===== config.mk =====
export PLATFORM = sky130hd
export DESIGN_NAME = stun_binding_responder
export DESIGN_NICKNAME = d
export VERILOG_FILES = /design/src/hdl/sbr_pkg.sv /design/src/hdl/sbr_ram.sv /design/src/hdl/stun_binding_responder.sv
export SDC_FILE = /design/constraint.sdc
export NUM_CORES = 1
export LEC_CHECK = 0
export BUFFER_PORTS_ARGS = -buffer_cell sky130_fd_sc_hd__clkbuf_2
export CORE_ASPECT_RATIO = 1.25
export CORE_MARGIN = 3
export CORE_UTILIZATION = 60
export CTS_BUF_LIST = sky130_fd_sc_hd__clkbuf_8
export DETAILED_ROUTE_END_ITERATION = 10
export PLACE_DENSITY = 0.82
export SYNTH_ARGS = -nofsm -noshare
export SYNTH_HDL_FRONTEND = slang
export SYNTH_HIERARCHICAL = 1
export SYNTH_SLANG_ARGS = --single-unit

===== constraint.sdc =====
create_clock -name clk_i -period 17.2 [get_ports clk_i]
set_input_delay 3.44 -clock clk_i [delete_from_list [all_inputs] [get_ports clk_i]]
set_output_delay 3.44 -clock clk_i [all_outputs]
set_load 0.03 [all_outputs]

===== src/hdl/sbr_pkg.sv =====
`timescale 1ns / 1ps

package sbr_pkg;

  // One beat of the request side: a payload byte and the sender's details.
  typedef struct packed {
    logic [7:0]  data_byte;
    logic        last_byte;
    logic        addr_is_v6;
    logic [63:0] src_addr_high;
    logic [63:0] src_addr_low;
    logic [15:0] src_port;
  } sbr_req_t;

  // One beat of the response side.
  typedef struct packed {
    logic [7:0] out_byte;
    logic       out_last;
  } sbr_resp_t;

  localparam int unsigned CountW = 5;
  localparam int unsigned HdrAddrW = 5;
  localparam int unsigned PosW = 6;
  localparam int unsigned HdrDepth = 20;

  localparam logic [CountW-1:0] HdrLastIdx = 5'd19;
  localparam logic [CountW-1:0] HdrLenC = 5'd20;
  localparam logic [CountW-1:0] CountMax = 5'd31;

  localparam logic [31:0] MagicCookie = 32'h2112A442;
  localparam logic [15:0] ReqType = 16'h0001;
  localparam logic [15:0] RespType = 16'h0101;
  localparam logic [15:0] AttrXorMapped = 16'h0020;
  localparam logic [7:0]  FamV4 = 8'h01;
  localparam logic [7:0]  FamV6 = 8'h02;
  localparam logic [7:0]  MsgLenV4 = 8'd12;
  localparam logic [7:0]  MsgLenV6 = 8'd24;
  localparam logic [7:0]  AttrLenV4 = 8'd8;
  localparam logic [7:0]  AttrLenV6 = 8'd20;

  // Byte positions within the response.
  localparam logic [PosW-1:0] PosTxnFirst = 6'd8;
  localparam logic [PosW-1:0] PosAttrFirst = 6'd20;
  localparam logic [PosW-1:0] PosAddrFirst = 6'd28;
  localparam logic [PosW-1:0] PosMaskTxn = 6'd32;
  localparam logic [PosW-1:0] PosTxnToMask = 6'd24;
  localparam logic [PosW-1:0] PosLastV4 = 6'd31;
  localparam logic [PosW-1:0] PosLastV6 = 6'd43;

  // Checks one request header byte against the expected type and cookie.
  function automatic logic hdr_byte_ok(logic [CountW-1:0] idx, logic [7:0] b);
    logic ok;
    case (idx)
      5'd0:    ok = (b == ReqType[15:8]);
      5'd1:    ok = (b == ReqType[7:0]);
      5'd4:    ok = (b == MagicCookie[31:24]);
      5'd5:    ok = (b == MagicCookie[23:16]);
      5'd6:    ok = (b == MagicCookie[15:8]);
      5'd7:    ok = (b == MagicCookie[7:0]);
      default: ok = 1'b1;
    endcase
    return ok;
  endfunction

  // Builds the response byte at a given position. The header byte read from
  // the store is only meaningful where the position takes a transaction id
  // byte, either directly or as part of the IPv6 mask.
  function automatic logic [7:0] resp_byte(logic [PosW-1:0] pos, logic v6,
                                           logic [127:0] addr, logic [15:0] port,
                                           logic [7:0] hdr);
    logic [3:0] j;
    logic [7:0] a;
    logic [7:0] m;
    logic [7:0] b;
    j = 4'(pos - PosAddrFirst);
    a = v6 ? addr[8*(15-j) +: 8] : addr[8*(3-j[1:0]) +: 8];
    m = (!v6 || (j < 4'd4)) ? MagicCookie[8*(3-j[1:0]) +: 8] : hdr;
    if (pos >= PosAddrFirst) begin
      b = a ^ m;
    end else if ((pos >= PosTxnFirst) && (pos < PosAttrFirst)) begin
      b = hdr;
    end else begin
      case (pos)
        6'd0:    b = RespType[15:8];
        6'd1:    b = RespType[7:0];
        6'd3:    b = v6 ? MsgLenV6 : MsgLenV4;
        6'd4:    b = MagicCookie[31:24];
        6'd5:    b = MagicCookie[23:16];
        6'd6:    b = MagicCookie[15:8];
        6'd7:    b = MagicCookie[7:0];
        6'd20:   b = AttrXorMapped[15:8];
        6'd21:   b = AttrXorMapped[7:0];
        6'd23:   b = v6 ? AttrLenV6 : AttrLenV4;
        6'd25:   b = v6 ? FamV6 : FamV4;
        6'd26:   b = port[15:8] ^ MagicCookie[31:24];
        6'd27:   b = port[7:0] ^ MagicCookie[23:16];
        default: b = 8'h00;
      endcase
    end
    return b;
  endfunction

endpackage


===== src/hdl/sbr_ram.sv =====
`timescale 1ns / 1ps

// Simple dual-port RAM: one write port, one read port with registered data.
module sbr_ram #(
  parameter int Width = 8,
  parameter int Depth = 20,
  localparam int AddrW = $clog2(Depth)
) (
  input  logic             clk_i,
  input  logic             we_i,
  input  logic [AddrW-1:0] waddr_i,
  input  logic [Width-1:0] wdata_i,
  input  logic [AddrW-1:0] raddr_i,
  output logic [Width-1:0] rdata_o
);

  logic [Width-1:0] mem_q [Depth];
  logic [Width-1:0] rdata_q;

  always_ff @(posedge clk_i) begin
    if (we_i) begin
      mem_q[waddr_i] <= wdata_i;
    end
    rdata_q <= mem_q[raddr_i];
  end

  assign rdata_o = rdata_q;

endmodule


===== src/hdl/stun_binding_responder.sv =====
`timescale 1ns / 1ps

// STUN Binding responder.
// The request channel carries the UDP payload of a request, one byte per
// beat, with the sender's family, address and port alongside; last_byte marks
// the final beat of a packet. The first 20 bytes are written into a small
// header RAM and the type and cookie are checked as they arrive.
// When the last beat of a valid Binding Request (at least 20 bytes, type
// 0x0001, the magic cookie) is accepted, a Binding Success response of 32
// bytes (IPv4) or 44 bytes (IPv6) is sent on the response channel, one byte
// per beat, with out_last on the final byte. Other packets produce nothing.
// After the last request beat, the first response beat passes through the
// position counter, the read stage and the output register; the block then
// delivers one byte per cycle while the receiver is ready, a rate set by the
// single read port of the header RAM feeding one read stage and one output
// register. Request beats are taken one per cycle, except while a response
// is being read out of the RAM.
// When the receiver stalls, the output register holds its beat and the read
// stage holds its RAM address, so nothing is lost; the next request may start
// as soon as only the final response beat is left waiting.
// Reset clears the byte count and all control state; the header RAM is not
// cleared, since a response only reads entries written by its own request.

module stun_binding_responder
  import sbr_pkg::*;
(
  input  logic      clk_i,
  input  logic      rst_ni,
  input  logic      in_valid_i,
  output logic      in_ready_o,
  input  sbr_req_t  in_data_i,
  output logic      out_valid_o,
  input  logic      out_ready_i,
  output sbr_resp_t out_data_o
);

  // Request side.
  logic              in_fire;
  logic [CountW-1:0] count_q, count_d;
  logic              match_q, match_d;
  logic              match_cur;
  logic              start;
  logic              ram_we;

  // Response sequencer.
  logic              active_q, active_d;
  logic [PosW-1:0]   pos_q, pos_d;
  logic              rd_valid_q, rd_valid_d;
  logic [PosW-1:0]   rd_pos_q, rd_pos_d;
  logic              out_valid_q, out_valid_d;
  sbr_resp_t         out_q, out_d;
  logic              v6_q;
  logic [127:0]      addr_q;
  logic [15:0]       port_q;
  logic [PosW-1:0]   last_pos;
  logic              adv;
  logic              issue;
  logic [PosW-1:0]   rd_sel_pos;
  logic [HdrAddrW-1:0] ram_raddr;
  logic [7:0]        ram_rdata;

  // The RAM is never written while a response is being read from it, because
  // requests are held off for as long as reads are in flight.
  assign in_ready_o = !active_q && !rd_valid_q;
  assign in_fire    = in_valid_i && in_ready_o;

  assign match_cur = ((count_q == '0) ? 1'b1 : match_q)
                   && hdr_byte_ok(count_q, in_data_i.data_byte);
  assign ram_we    = in_fire && (count_q < HdrLenC);
  assign start     = in_fire && in_data_i.last_byte && (count_q >= HdrLastIdx) && match_cur;

  always_comb begin
    count_d = count_q;
    match_d = match_q;
    if (in_fire) begin
      match_d = match_cur;
      if (in_data_i.last_byte) begin
        count_d = '0;
      end else if (count_q != CountMax) begin
        count_d = count_q + 1'b1;
      end
    end
  end

  // The output register takes a new beat when it is empty or being drained;
  // the read stage and the position counter move in step with it.
  assign last_pos = v6_q ? PosLastV6 : PosLastV4;
  assign adv      = !out_valid_q || out_ready_i;
  assign issue    = active_q && adv;

  always_comb begin
    active_d    = active_q;
    pos_d       = pos_q;
    rd_valid_d  = rd_valid_q;
    rd_pos_d    = rd_pos_q;
    out_valid_d = out_valid_q;
    out_d       = out_q;
    if (start) begin
      active_d = 1'b1;
      pos_d    = '0;
    end else if (issue) begin
      pos_d = pos_q + 1'b1;
      if (pos_q == last_pos) begin
        active_d = 1'b0;
      end
    end
    if (adv) begin
      rd_valid_d  = issue;
      out_valid_d = rd_valid_q;
      if (issue) begin
        rd_pos_d = pos_q;
      end
      if (rd_valid_q) begin
        out_d.out_byte = resp_byte(rd_pos_q, v6_q, addr_q, port_q, ram_rdata);
        out_d.out_last = (rd_pos_q == last_pos);
      end
    end
  end

  // While stalled, the read address stays on the beat in the read stage so
  // that its data is still there when the output register frees up.
  assign rd_sel_pos = issue ? pos_q : rd_pos_q;
  assign ram_raddr  = (rd_sel_pos >= PosMaskTxn) ? HdrAddrW'(rd_sel_pos - PosTxnToMask)
                                                 : rd_sel_pos[HdrAddrW-1:0];

  sbr_ram #(
    .Width(8),
    .Depth(HdrDepth)
  ) u_hdr_ram (
    .clk_i  (clk_i),
    .we_i   (ram_we),
    .waddr_i(count_q),
    .wdata_i(in_data_i.data_byte),
    .raddr_i(ram_raddr),
    .rdata_o(ram_rdata)
  );

  always_ff @(posedge clk_i or negedge rst_ni) begin
    if (!rst_ni) begin
      count_q     <= '0;
      match_q     <= 1'b0;
      active_q    <= 1'b0;
      pos_q       <= '0;
      rd_valid_q  <= 1'b0;
      out_valid_q <= 1'b0;
    end else begin
      count_q     <= count_d;
      match_q     <= match_d;
      active_q    <= active_d;
      pos_q       <= pos_d;
      rd_valid_q  <= rd_valid_d;
      out_valid_q <= out_valid_d;
    end
  end

  always_ff @(posedge clk_i) begin
    rd_pos_q <= rd_pos_d;
    out_q    <= out_d;
    if (start) begin
      v6_q   <= in_data_i.addr_is_v6;
      addr_q <= {in_data_i.src_addr_high, in_data_i.src_addr_low};
      port_q <= in_data_i.src_port;
    end
  end

  assign out_valid_o = out_valid_q;
  assign out_data_o  = out_q;

  // The header RAM is never written while a response still reads from it.
  assert property (@(posedge clk_i) disable iff (!rst_ni)
    ram_we |-> (!active_q && !rd_valid_q))
    else $error("header RAM written during response readout");

  // Nothing sits in the read stage behind the final beat of a response; the
  // next request may already be under way, but its first read waits for the
  // output register to drain.
  assert property (@(posedge clk_i) disable iff (!rst_ni)
    (out_valid_o && out_ready_i && out_data_o.out_last) |-> !rd_valid_q)
    else $error("read stage busy behind the final response beat");

  // The position counter never runs past the end of the response.
  assert property (@(posedge clk_i) disable iff (!rst_ni)
    active_q |-> (pos_q <= last_pos))
    else $error("response position beyond its length");

  // A response only begins after the last beat of a request.
  assert property (@(posedge clk_i) disable iff (!rst_ni)
    $rose(active_q) |-> $past(in_fire && in_data_i.last_byte))
    else $error("response started without a final request beat");

endmodule


### Word level (Yosys, flattened, before mapping)

Memory sizes are Yosys's and may differ from the RTL's. A register that Yosys moved wholly into a read port is not among the register bits.
Cells that the tools add are included.

* bits in registers: 175
* bits in writable memories: 160
* input port bits: 158
* output and inout port bits: 11
* logic and storage cells: 103
* memories kept: 1

Memory list
* u_hdr_ram.mem_q: depth 20, bits a word 8, read ports 1, clocked after Yosys merged registers in 1, wr ports 1, line sbr_ram.sv:17 `logic [Width-1:0] mem_q [Depth];`

* add/subtract/negate cells: 6
* magnitude comparators: 7
* eq/ne operators: 24
* shifts and indexed selects: 3
* muxes and demuxes: 22
* bitwise gates (word level): 3
* reductions and logical operators: 25

Operators with widths (number)
* $shiftx A128 B33 Y8: 2
* $pmux W8 S11: 1
* $shiftx A32 B33 Y8 const A: 1
* $mux W8: 4
* $eq A6 B5 Y1 const B: 5
* $mux W5: 5
* $eq A6 B3 Y1 const B: 4
* $mux W6: 4
* $eq A5 B3 Y1 const B: 4
* $eq A6 B6 Y1: 2
* $logic_and A1 B1 Y1: 9
* $eq A8 B1 Y1 const B: 1
* $eq A8 B5 Y1 const B: 1
* $eq A8 B6 Y1 const B: 1
* $eq A8 B7 Y1 const B: 1
* $eq A8 B8 Y1 const B: 1
* $logic_not A8 Y1: 1
* $xor A8 B8 Y8: 1
* $add A6 B1 Y6 const B: 1
* $eq A6 B1 Y1 const B: 1
* $eq A6 B2 Y1 const B: 1
* $ge A6 B4 Y1 const B: 1
* $ge A6 B5 Y1 const B: 1
* $ge A6 B6 Y1 const B: 1
* other kinds (22): 36

### Longest topological paths before layout

Gate-level depths: netlist of the first run.

* depth after elaboration: 8
* gate-level depth with buffers: 14
* depth with buffers taken out: 10

### Cells and area by module

The synthesis of the first run kept the hierarchy.

By module, submodules not included
* stun_binding_responder: instances 1, cells an instance 487, area each 7701.1 sq um, sequential area each 5180.0 sq um
* sbr_ram: instances 1, cells an instance 308, area each 6482.5 sq um, sequential area each 4964.8 sq um

### Least setup slack after synthesis of the first run

Ideal clock, no wire load.

* path kind: input to register
* start: in in_valid_i
* end: reg addr_q[0] (enable)
* library setup time: 0.844 ns
* data arrival time: 14.210 ns
* required time: 16.356 ns
* setup slack: 2.145 ns
* stages on the path: 3
* path buffers: 1
* path through: or3b_2 -> clkbuf_1 -> nor3_1

* cells in the longest elaborated chain, start to end: 4

Ends and longest elaborated chain
* from (decl): line stun_binding_responder.sv:29 `input logic in_valid_i,`
* $logic_and A1 B1 Y1: line stun_binding_responder.sv:65 `assign in_fire = in_valid_i && in_ready_o;`
* $logic_and A1 B1 Y1 (3 in a row): line stun_binding_responder.sv:70 `assign start = in_fire && in_data_i.last_byte && (count_q >= HdrLastIdx) && match_cur;`
* to (signal assigned): line stun_binding_responder.sv:161 `addr_q <= {in_data_i.src_addr_high, in_data_i.src_addr_low};`
* to (decl): line stun_binding_responder.sv:53 `logic [127:0] addr_q;`

No other way between the ends.
A chain may end at the register's enable or synchronous reset.

### Final worst setup path of the first run

* start: in out_ready_i
* end: reg u_hdr_ram.rdata_q[7], in the netlist u_hdr_ram/rdata_o[7] (read register of u_hdr_ram.mem_q)

* cells in the longest elaborated chain, start to end: 5
* elaborated cells on any way between the ends: 6
* classes of those cells: add/sub (1); order compare (1); mux (2); reduce/logical (2)

Ends and longest elaborated chain
* from (decl): line stun_binding_responder.sv:33 `input logic out_ready_i,`
* $logic_or A1 B1 Y1 *: line stun_binding_responder.sv:88 `assign adv = !out_valid_q || out_ready_i;`
* $logic_and A1 B1 Y1 *: line stun_binding_responder.sv:89 `assign issue = active_q && adv;`
* $mux W6 *
* $sub A5 B5 Y5 or $ge A6 B6 Y1 (tied branches): line stun_binding_responder.sv:123 `assign ram_raddr = (rd_sel_pos >= PosMaskTxn) ? HdrAddrW'(rd_sel_pos - PosTxnToMask)`
* $mux W5 *: line stun_binding_responder.sv:123
* net ram_raddr[0]: line stun_binding_responder.sv:59 `logic [HdrAddrW-1:0] ram_raddr;`
* to (decl): line sbr_ram.sv:18 `logic [Width-1:0] rdata_q;`

The timed path passes the listed nets; every way through them passes the cells marked *.

==> impl_metrics.tcl, run 1 <==
set metrics [dict create \
    status "completed" \
    ys.warnings.count 6 \
    fmax_mhz 158 \
    min_period_over_period 0.367 \
    cts_buffer_depth 3 \
    synth_edf_count 320 \
    syn_nets 966 \
    cts-root-buf "clkbuf_8" \
    rsz0062_at_grt "false" \
    met3_length_um 2050 \
    postCtsResizedCells 0 \
    vias 8037 \
    setup_viol 0 \
    synth_area_leaders "edfxtp_1 68%, mux4_2 9.4%, dfrtp_1 2.6%" \
    irDropWorstVdd_uv 69.8 \
    io_pins 169 \
    clock_skew_ps 25.2 \
    syn_avg_cell_area_um2 17.8 \
    coreArea_mm2 0.0231 \
    wl_met1_um 11300 \
    wl_per_cell_um 22.6 \
    instances_no_fill 1312 \
    async_reset_ff_frac 0.0437 \
    crit_path_frequent_cell "nand2_1" \
    ys_ff_latch 343 \
    hp-class "flip-flop to flip-flop" \
    post-synth-top-count-cell "edfxtp_1" \
    setup_tns_ps 0 \
    routabilityCongestion 0.918 \
    crit_path_start_kind "input port" \
    die_width_um 144 \
    crit_chain "clkbuf_2 -> nand2b_1 -> nand2_1 -> inv_1 -> nand2_1 -> o21ai_4 -> buf_4 -> mux4_1 -> mux2_2 -> a221oi_2 -> a21oi_1" \
    place_inst 1214 \
    wl_met2_um 15500 \
    drt-total-wl_um 29700 \
    drt_iter0_markers 664 \
    yosysTopAreaCell "edfxtp_1" \
    numCtsBuffers 52 \
    nets 1151 \
    cts_tree "yes" \
    ant_nets 0 \
    slew_headroom 0.260 \
    die_area_mm2 0.0255 \
    hold_viol 0 \
    cts.sinks 343 \
    firstDrtPassIters 5 \
    die_h_um 178 \
    ys_types 64 \
    drc_errors 0 \
    grt_pass1_wl_um 45100 \
    hold_buffers 0 \
    antenna_found_initial 2 \
    synthCells 795 \
    vias_per_cell 6.13 \
    leakage_nw 5.95 \
    crit_type "input port to flip-flop" \
    clk_latency_ps 570 \
    grt_usage 0.233 \
    cpMaxStageDelayCell "buf_4" \
    tightest_slew_ps 1110 \
    cp.arrival_ps 6730 \
    layout-drive-gt1-share 0.311 \
    fillers 1459 \
    hpwl_um 19300 \
    yosys-top-cells-count "320 x edfxtp_1, 59 x mux4_2, 44 x nor2_1, 32 x a21oi_1, 32 x nand2_1" \
    grt_pass1_vias 8152 \
    yosysTopAreaCellShare 0.677 \
    cts.clk_slew.worst_paths_ps 60 \
    maxSlewViolCount 0 \
    top_layer "met4" \
    crit_required_ps 17610 \
    synth_flop_cell "edfxtp_1" \
    seq_area_frac_synth 0.715 \
    period_needed_ps 6310 \
    grt_max_degree 91 \
    row_count 62 \
    cts_post_setup_buffers_inserted 0 \
    io_buffers 168 \
    area_growth_pct 14.4 \
    end_kind "flip-flop" \
    cp_slowest_stage_delay_ps 700 \
    cap_violations 0 \
    power.density_mw_per_mm2 100 \
    crit_fanout 49 \
    initial_core_util 0.614 \
    cts_max_level 2 \
    grt_remaining_overflow 0 \
    syn_area_mm2 0.0142 \
]
## logic make-up (layout without fill, tap and decap cells)
group | after synthesis | after routing | synth area share
other | 0 | 2 | 0
XOR/XNOR | 19 | 19 | 0.0117
adder cells (fa/ha/maj) | 13 | 13 | 0.0115
AND/OR/NAND/NOR | 152 | 152 | 0.0537
multiplexers | 102 | 102 | 0.137
buffers and inverters | 60 | 287 | 0.0224
flip-flops | 343 | 343 | 0.715
AO/OA/AOI/OAI | 106 | 106 | 0.0484
## routing by layer
layer	vias up	track usage
met5	-	0
met4	0	0.0840
met3	69	0.0412
met2	369	0.401
met1	4021	0.298
li1	3578	-
## registers in the layout (all words and copies together), names as in the netlist, named ones only
| register | cells |
|---|---|
| u_hdr_ram/mem_q | 160 |
| addr_q | 128 |
| port_q | 16 |
| out_data_o | 9 |
| u_hdr_ram/rdata_o | 8 |
| pos_q | 6 |
| count_q | 5 |
| rd_pos_q | 5 |
| active_q | 1 |
| match_q | 1 |
| out_valid_o | 1 |
| rd_valid_q | 1 |
| v6_q | 1 |
## per-stage QoR
stage | hold WS [ps] | cell area, um^2 | setup WS, ps | power (mW) | util
2_1_floorplan | 466 | 14200 | 2150 | 0.971 | -
3_3_place_gp | 559 | 15200 | 10370 | 1.00 | 0.658
3_5_place_dp | 551 | 15200 | 10280 | 1.01 | 0.658
4_1_cts | 570 | 16200 | 10910 | 1.64 | 0.702
5_1_grt | 591 | 16200 | 10610 | 1.68 | 0.702
6_report | 581 | 16200 | 10890 | 1.63 | 0.702
## area by class of cell
| type | instances | area [um^2] | share of cell area |
|---|---|---|---|
| Sequential cell | 343 | 10100 | 0.625 |
| Timing Repair Buffer | 174 | 886 | 0.0546 |
| Antenna cell | 2 | 5.00 | 0.000309 |
| Multi-Input combinational cell | 392 | 3760 | 0.232 |
| Clock buffer | 57 | 785 | 0.0484 |
| Inverter | 17 | 63.8 | 0.00393 |
| Clock inverter | 39 | 221 | 0.0137 |
| Tap cell | 288 | 360 | 0.0222 |
## worst paths after layout
| path | start | to | slack (ps) | depth (start not counted) |
|---|---|---|---|---|
| max in group asynchronous | rst_ni | rd_valid_q | 14080 | 1 |
| min in group asynchronous | rst_ni | pos_q[5] | 2810 | 1 |
| hold reg to reg | pos_q[5] | flip-flop | 580 | 0 |
| setup reg to reg | out_valid_o | u_hdr_ram/rdata_o[7] | 13490 | 10 |
| hold / removal | pos_q[5] | flip-flop | 580 | 0 |
| setup / recovery | out_ready_i | u_hdr_ram/rdata_o[7] | 10890 | 11 |
## cell usage in the layout, fill, tap and decap left out, drive strengths merged, types with 17 or more instances in the layout
| cell | synthesis | routed |
|---|---|---|
| mux4 | 70 | 70 |
| edfxtp | 320 | 320 |
| nor2 | 44 | 44 |
| nand2 | 32 | 32 |
| mux2i | 28 | 28 |
| a21oi | 32 | 32 |
| clkinv | 1 | 17 |
| clkbuf | 24 | 225 |
| inv | 16 | 36 |
| o21ai | 27 | 27 |
## worst max-delay path: cells and delay by family
kind,cells,cell delay [ps]
AOI/OAI and AO/OA,3,410
buffers and inverters,3,1180
muxes,2,940
and+or+nand+nor,3,730
## report_power, final
group          internal (mW)  switching, mW  total (mW)
Combinational         0.0255         0.0332      0.0587
Clock                  0.336          0.303       0.639
Sequential             0.923        0.00759       0.930
Total                   1.28          0.344        1.63
No activity file was read; power rests on OpenSTA's default activity.
==> run 2: changes to the inputs <==
- ABC_AREA: unset -> 1
- clock period: 17.2 -> 6.4 ns (I/O delays scaled with it)
==> run 2 against run 1 <==
Compared with the run above:
- combinational power rose to 39 times the previous value
- synthesized area up 2.2%
- first-iteration DRC count up 79%
- non-clock buffer count down 1
- global-route usage up 3.3 points
- count of clock-buffer cells in the layout down 3
- critical endpoint is now u_hdr_ram/rdata_o[0]
- largest cell class unchanged
==> impl_metrics.tcl, run 2 <==
set metrics [dict create \
    syn_nets 1450 \
    ff2ff_setup_slack_ps 3020 \
    setup_tns_ps 0 \
    drt_iter0_markers 1191 \
    diodes 0 \
    r2r_cells 8 \
    period_needed_ps 3440 \
    final_cell_mix "431 x nand2_1, 320 x edfxtp_1, 168 x clkbuf_2, 142 x nand3_1, 92 x inv_1" \
    hold_viol 0 \
    rsz0062_at_grt "false" \
    fillers 1610 \
    crit_fanout 55 \
    yosysTopAreaCellShare 0.663 \
    io_pins 169 \
    hold_buffers 0 \
    cp.arrival_ps 3950 \
    status "completed" \
    seq_area_frac_synth 0.700 \
    irDropWorstVdd_uv 250 \
    row_count 62 \
    firstDrtPassIters 5 \
    grt_max_degree 146 \
    ys.warnings.count 6 \
    tightest_slew_ps 1010 \
    cts_max_level 2 \
    final_core_utilization 0.703 \
    async_reset_ff_frac 0.0437 \
    r2r-end "out_data_o[6]" \
    setup_viol 0 \
    die_area_mm2 0.0261 \
    synthCells 1279 \
    min_period_over_period 0.537 \
    initial_core_util 0.621 \
    finalPower_mw 6.60 \
    postCtsResizedCells 0 \
    largest_reg_flops 160 \
    io_buffers 168 \
    synth_flop_cell "edfxtp_1" \
    cts_post_setup_buffers_inserted 0 \
    coreArea_mm2 0.0233 \
    power.density_mw_per_mm2 402 \
    vias 10368 \
    nets 1629 \
    cap_violations 0 \
    numCtsBuffers 51 \
    antenna_found_initial 0 \
    die_width_um 145 \
    grt_pass1_vias 10180 \
    leakage_nw 6.55 \
    clock_skew_ps 32.1 \
    grt_pass1_wl_um 55100 \
    clk_latency_ps 580 \
    routabilityCongestion 0.917 \
    cts.sinks 343 \
    grt_remaining_overflow 0 \
    layout-drive-gt1-share 0.170 \
    yosysTopAreaCell "edfxtp_1" \
    cts_tree "yes" \
    synth_area_leaders "edfxtp_1 66%, nand2_1 11%, nand3_1 4.9%" \
    cts.clk_slew.worst_paths_ps 60 \
    grt_usage 0.266 \
    maxSlewViolCount 0 \
    holdPathStages 2 \
    reg2reg_from "v6_q" \
    end_kind "flip-flop" \
    ant_nets 0 \
    syn_area_mm2 0.0145 \
    hp-class "flip-flop to flip-flop" \
    min_from "rd_valid_q" \
    ys_ff_latch 343 \
    cts-root-buf "clkbuf_8" \
    finalWorstSetupSlack_ps 2960 \
    crit_type "input port to flip-flop" \
    die_h_um 180 \
    drt-total-wl_um 35200 \
    ys_types 40 \
    regMostFlops "u_hdr_ram/mem_q" \
    reg.largest.list "u_hdr_ram/mem_q: 160 flops, addr_q: 128 flops, port_q: 16 flops" \
    hpwl_um 23100 \
    dpl_worst_slack_ps 2510 \
    drc_errors 0 \
    fmax_mhz 291 \
    crit_required_ps 6910 \
    post-synth-top-count-cell "nand2_1" \
    final_common_cell "nand2_1" \
    vias_per_cell 5.70 \
    cts_buffer_depth 3 \
    slew_headroom 0.322 \
    min_to "out_valid_o" \
    yosys-top-cells-count "431 x nand2_1, 320 x edfxtp_1, 142 x nand3_1, 70 x inv_1, 65 x nor2_1" \
    synth_edf_count 320 \
    syn_avg_cell_area_um2 11.3 \
    area_growth_pct 13.2 \
    crit_path_start_kind "input port" \
    wl_per_cell_um 19.4 \
]
[run 2: cell type report]
class | instances | area, um^2 | share of cell area
well taps | 320 | 400 | 0.0244
clock inverters | 41 | 180 | 0.0110
repair buffers | 173 | 891 | 0.0543
inverters | 76 | 293 | 0.0178
clock buffers | 54 | 743 | 0.0453
flip-flops and latches | 343 | 10100 | 0.618
multi-input cells | 813 | 3760 | 0.229
[run 2: worst max-delay path by stage]
stage                    from              endpoint  slack (ps)  depth (start not counted)
2_1_floorplan  in_data_i[146]             addr_q[0]        1140                          7
3_3_place_gp      out_ready_i  u_hdr_ram/rdata_o[2]        2540                         10
3_5_place_dp      out_ready_i  u_hdr_ram/rdata_o[0]        2510                         14
4_1_cts           out_ready_i  u_hdr_ram/rdata_o[0]        3080                         14
5_1_grt           out_ready_i  u_hdr_ram/rdata_o[1]        2740                         14
6_report          out_ready_i  u_hdr_ram/rdata_o[0]        2960                         14
[run 2: logic make-up (layout without fill, tap and decap cells)]
| group | Yosys count | after routing | share of synthesized area |
|---|---|---|---|
| simple gates | 695 | 695 | 0.203 |
| flops | 343 | 343 | 0.700 |
| fa+ha+maj | 13 | 13 | 0.0112 |
| buf+inv | 123 | 344 | 0.0418 |
| mux | 1 | 1 | 0.000777 |
| xor+xnor | 7 | 7 | 0.00423 |
| compound gates | 97 | 97 | 0.0390 |
[run 2: routing by layer]
layer	global-route usage	up-vias	wire [um]
met5	0	-	0
met4	0.0905	0	1030
met3	0.0484	86	3460
met2	0.457	581	17800
met1	0.345	4887	13000
li1	-	4814	-
[run 2: power by group]
group	leakage, nW	switching [mW]	internal (mW)	total [mW]
registers	3.16	0.0996	2.62	2.72
clock network	0.561	0.809	0.786	1.59
logic	2.83	1.63	0.656	2.29
[run 2: metrics by stage]
step / std cells / instance area (um^2) / hold slack (ps)
6_report: 1820 / 16400 / 516
5_1_grt: 1820 / 16400 / 535
4_1_cts: 1820 / 16400 / 485
3_3_place_gp: 1725 / 15500 / 495
3_5_place_dp: 1725 / 15500 / 493
2_1_floorplan: 1279 / 14500 / 461
[run 2: critical path, cell delays in order]
cell      delay (ps)
clkbuf_2          70
nor2_1            60
nor2_2           560
nand2_1          230
o21ai_4          350
buf_4            590
nand2_1          140
nand3_1          120
nand3_1          110
nand2_1          100
nand2_1           90
nand2_1          100
nand2_1           50
nand2_1           60
==> run 3: changes to the inputs <==
- clock period: 6.4 -> 3.35 ns (I/O delays scaled with it)
==> run 3 against run 2 <==
Compared with the run above:
- first-iteration DRC count is 12% lower
- cell area is 2.3% higher
- combinational power is 99% higher
- clock power is 94% higher
- die area stayed put
- highest routed layer unchanged
==> impl_metrics.tcl, run 3 (synthesized netlist as in run 2, its figures left out) <==
set metrics [dict create \
    status "completed" \
    drc_errors 0 \
    setup_tns_ps 0 \
    hp-class "input port to asynchronous set/reset pin" \
    cts_post_setup_buffers_inserted 0 \
    crit_type "flip-flop to flip-flop" \
    die_h_um 180 \
    layout-drive-gt1-share 0.195 \
    wl_per_cell_um 18.8 \
    fillers 1585 \
    reg.largest.list "u_hdr_ram/mem_q: 160 flops, addr_q: 128 flops, port_q: 16 flops" \
    grt_max_degree 81 \
    io_buffers 168 \
    ff2ff_setup_slack_ps 450 \
    crit_required_ps 3650 \
    finalPower_mw 12.8 \
    numCtsBuffers 50 \
    combPwrFrac 0.356 \
    maxSlewViolCount 0 \
    io_pins 169 \
    tightest_slew_ps 996 \
    cts.sinks 343 \
    min_period_over_period 0.867 \
    cap_violations 0 \
    drt-total-wl_um 34900 \
    slew_headroom 0.333 \
    final_cell_mix "430 x nand2_1, 320 x edfxtp_1, 168 x clkbuf_2, 142 x nand3_1, 86 x inv_1" \
    irDropWorstVdd_uv 507 \
    internal-power_mw 7.94 \
    crit_chain "inv_1 -> ha_1 -> inv_1 -> nor2_1 -> nand2_1 -> nand2_1 -> nor2_1 -> nor2_1 -> nand3_1 -> nor2_1 -> nand2_1 -> nand2_2 -> nand3_4 -> clkinvlp_4 -> buf_4" \
    die_area_mm2 0.0261 \
    clockPowerShare 0.241 \
    coreArea_mm2 0.0233 \
    firstDrtPassIters 6 \
    cts.clk_slew.worst_paths_ps 70 \
    clock_skew_ps 22.3 \
    fmax_mhz 344 \
    final_core_utilization 0.719 \
    vias 10550 \
    pwr-share-seq 0.403 \
    routabilityCongestion 0.933 \
    grt_pass1_vias 10654 \
    r2r_cells 15 \
    power_switching_mw 4.87 \
    drt_iter0_markers 1052 \
    r2r-end "addr_q[38]" \
    leakage_nw 6.72 \
    hold_viol 0 \
    grt_pass1_wl_um 54900 \
    cp.arrival_ps 3210 \
    end_kind "flip-flop" \
    seq_area_mm2 0.0101 \
    reg2reg_from "count_q[1]" \
    ant_nets 0 \
    cts-root-buf "clkbuf_8" \
    hold_buffers 0 \
    nets 1660 \
    row_count 62 \
    p_sw_frac 0.380 \
    power.density_mw_per_mm2 763 \
    area_growth_pct 15.8 \
    crit_path_frequent_cell "nor2_1" \
    cts_buffer_depth 3 \
    antenna_found_initial 1 \
    crit_fanout 18 \
    setup_viol 0 \
    vias_per_cell 5.70 \
    cp_slowest_stage_delay_ps 490 \
    multi_input_area_mm2 0.00378 \
    crit_path_start_kind "flip-flop" \
    grt_remaining_overflow 0 \
    final_common_cell "nand2_1" \
    cpMaxStageDelayCell "clkinvlp_4" \
    period_needed_ps 2900 \
    rsz0062_at_grt "false" \
    cts_tree "yes" \
    largest_reg_flops 160 \
    clk_latency_ps 560 \
    cts_max_level 2 \
    postCtsResizedCells 0 \
    initial_core_util 0.621 \
    die_width_um 145 \
    hpwl_um 23700 \
    grt_usage 0.264 \
    regMostFlops "u_hdr_ram/mem_q" \
]
## run 3: area by class of cell
| cell class | count | share of cell area |
|---|---|---|
| clock inverter | 37 | 0.00976 |
| sequential | 343 | 0.604 |
| timing repair buffer | 205 | 0.0726 |
| inverter | 76 | 0.0175 |
| clock buffer | 57 | 0.0467 |
| tap | 320 | 0.0239 |
| multi-input combinational | 813 | 0.225 |
| antenna | 1 | 0.000149 |
## run 3: worst max-delay path by stage
stage | from | to | slack [ps] | depth (start not counted)
2_1_floorplan | count_q[0] | addr_q[0] | -620 | 14
3_3_place_gp | count_q[0] | addr_q[118] | 610 | 15
3_5_place_dp | count_q[0] | addr_q[84] | 540 | 15
4_1_cts | count_q[0] | addr_q[38] | 480 | 15
5_1_grt | count_q[0] | addr_q[38] | 300 | 15
6_report | count_q[1] | addr_q[38] | 450 | 15
## run 3: power groups by stage
stage / clock network (mW) / registers (mW) / logic (mW)
global placement: 0 / 5.24 / 4.35
floorplan: 0 / 5.29 / 3.18
finish: 3.09 / 5.16 / 4.56
global route: 3.33 / 5.18 / 5.05
detailed placement: 0 / 5.25 / 4.46
CTS: 3.14 / 5.16 / 4.50
## run 3: stage by stage
step | hold slack (ps) | setup WS, ps | instances | cell area, um^2
after floorplan | 374 | -618 | 1279 | 14500
after global placement | 473 | 605 | 1757 | 15800
after detailed placement | 484 | 536 | 1757 | 15800
after CTS | 1.38 | 482 | 1851 | 16800
after global routing | 22.0 | 297 | 1852 | 16800
final | 19.3 | 445 | 1852 | 16800
## run 3: per-layer routing
metal  track usage  vias up  share of wire
li1              -     4877              -
met3        0.0443       92          0.086
met5             0        -              0
met4         0.113        0          0.036
met2         0.468      536           0.52
met1         0.320     5045           0.36
## run 3: critical path: cells and delay by family (launching register included)
kind                     cells  cell delay [ps]
AND/OR/NAND/NOR             10              900
flip-flops                   1              460
adder cells (fa/ha/maj)      1              200
buffers and inverters        4             1060
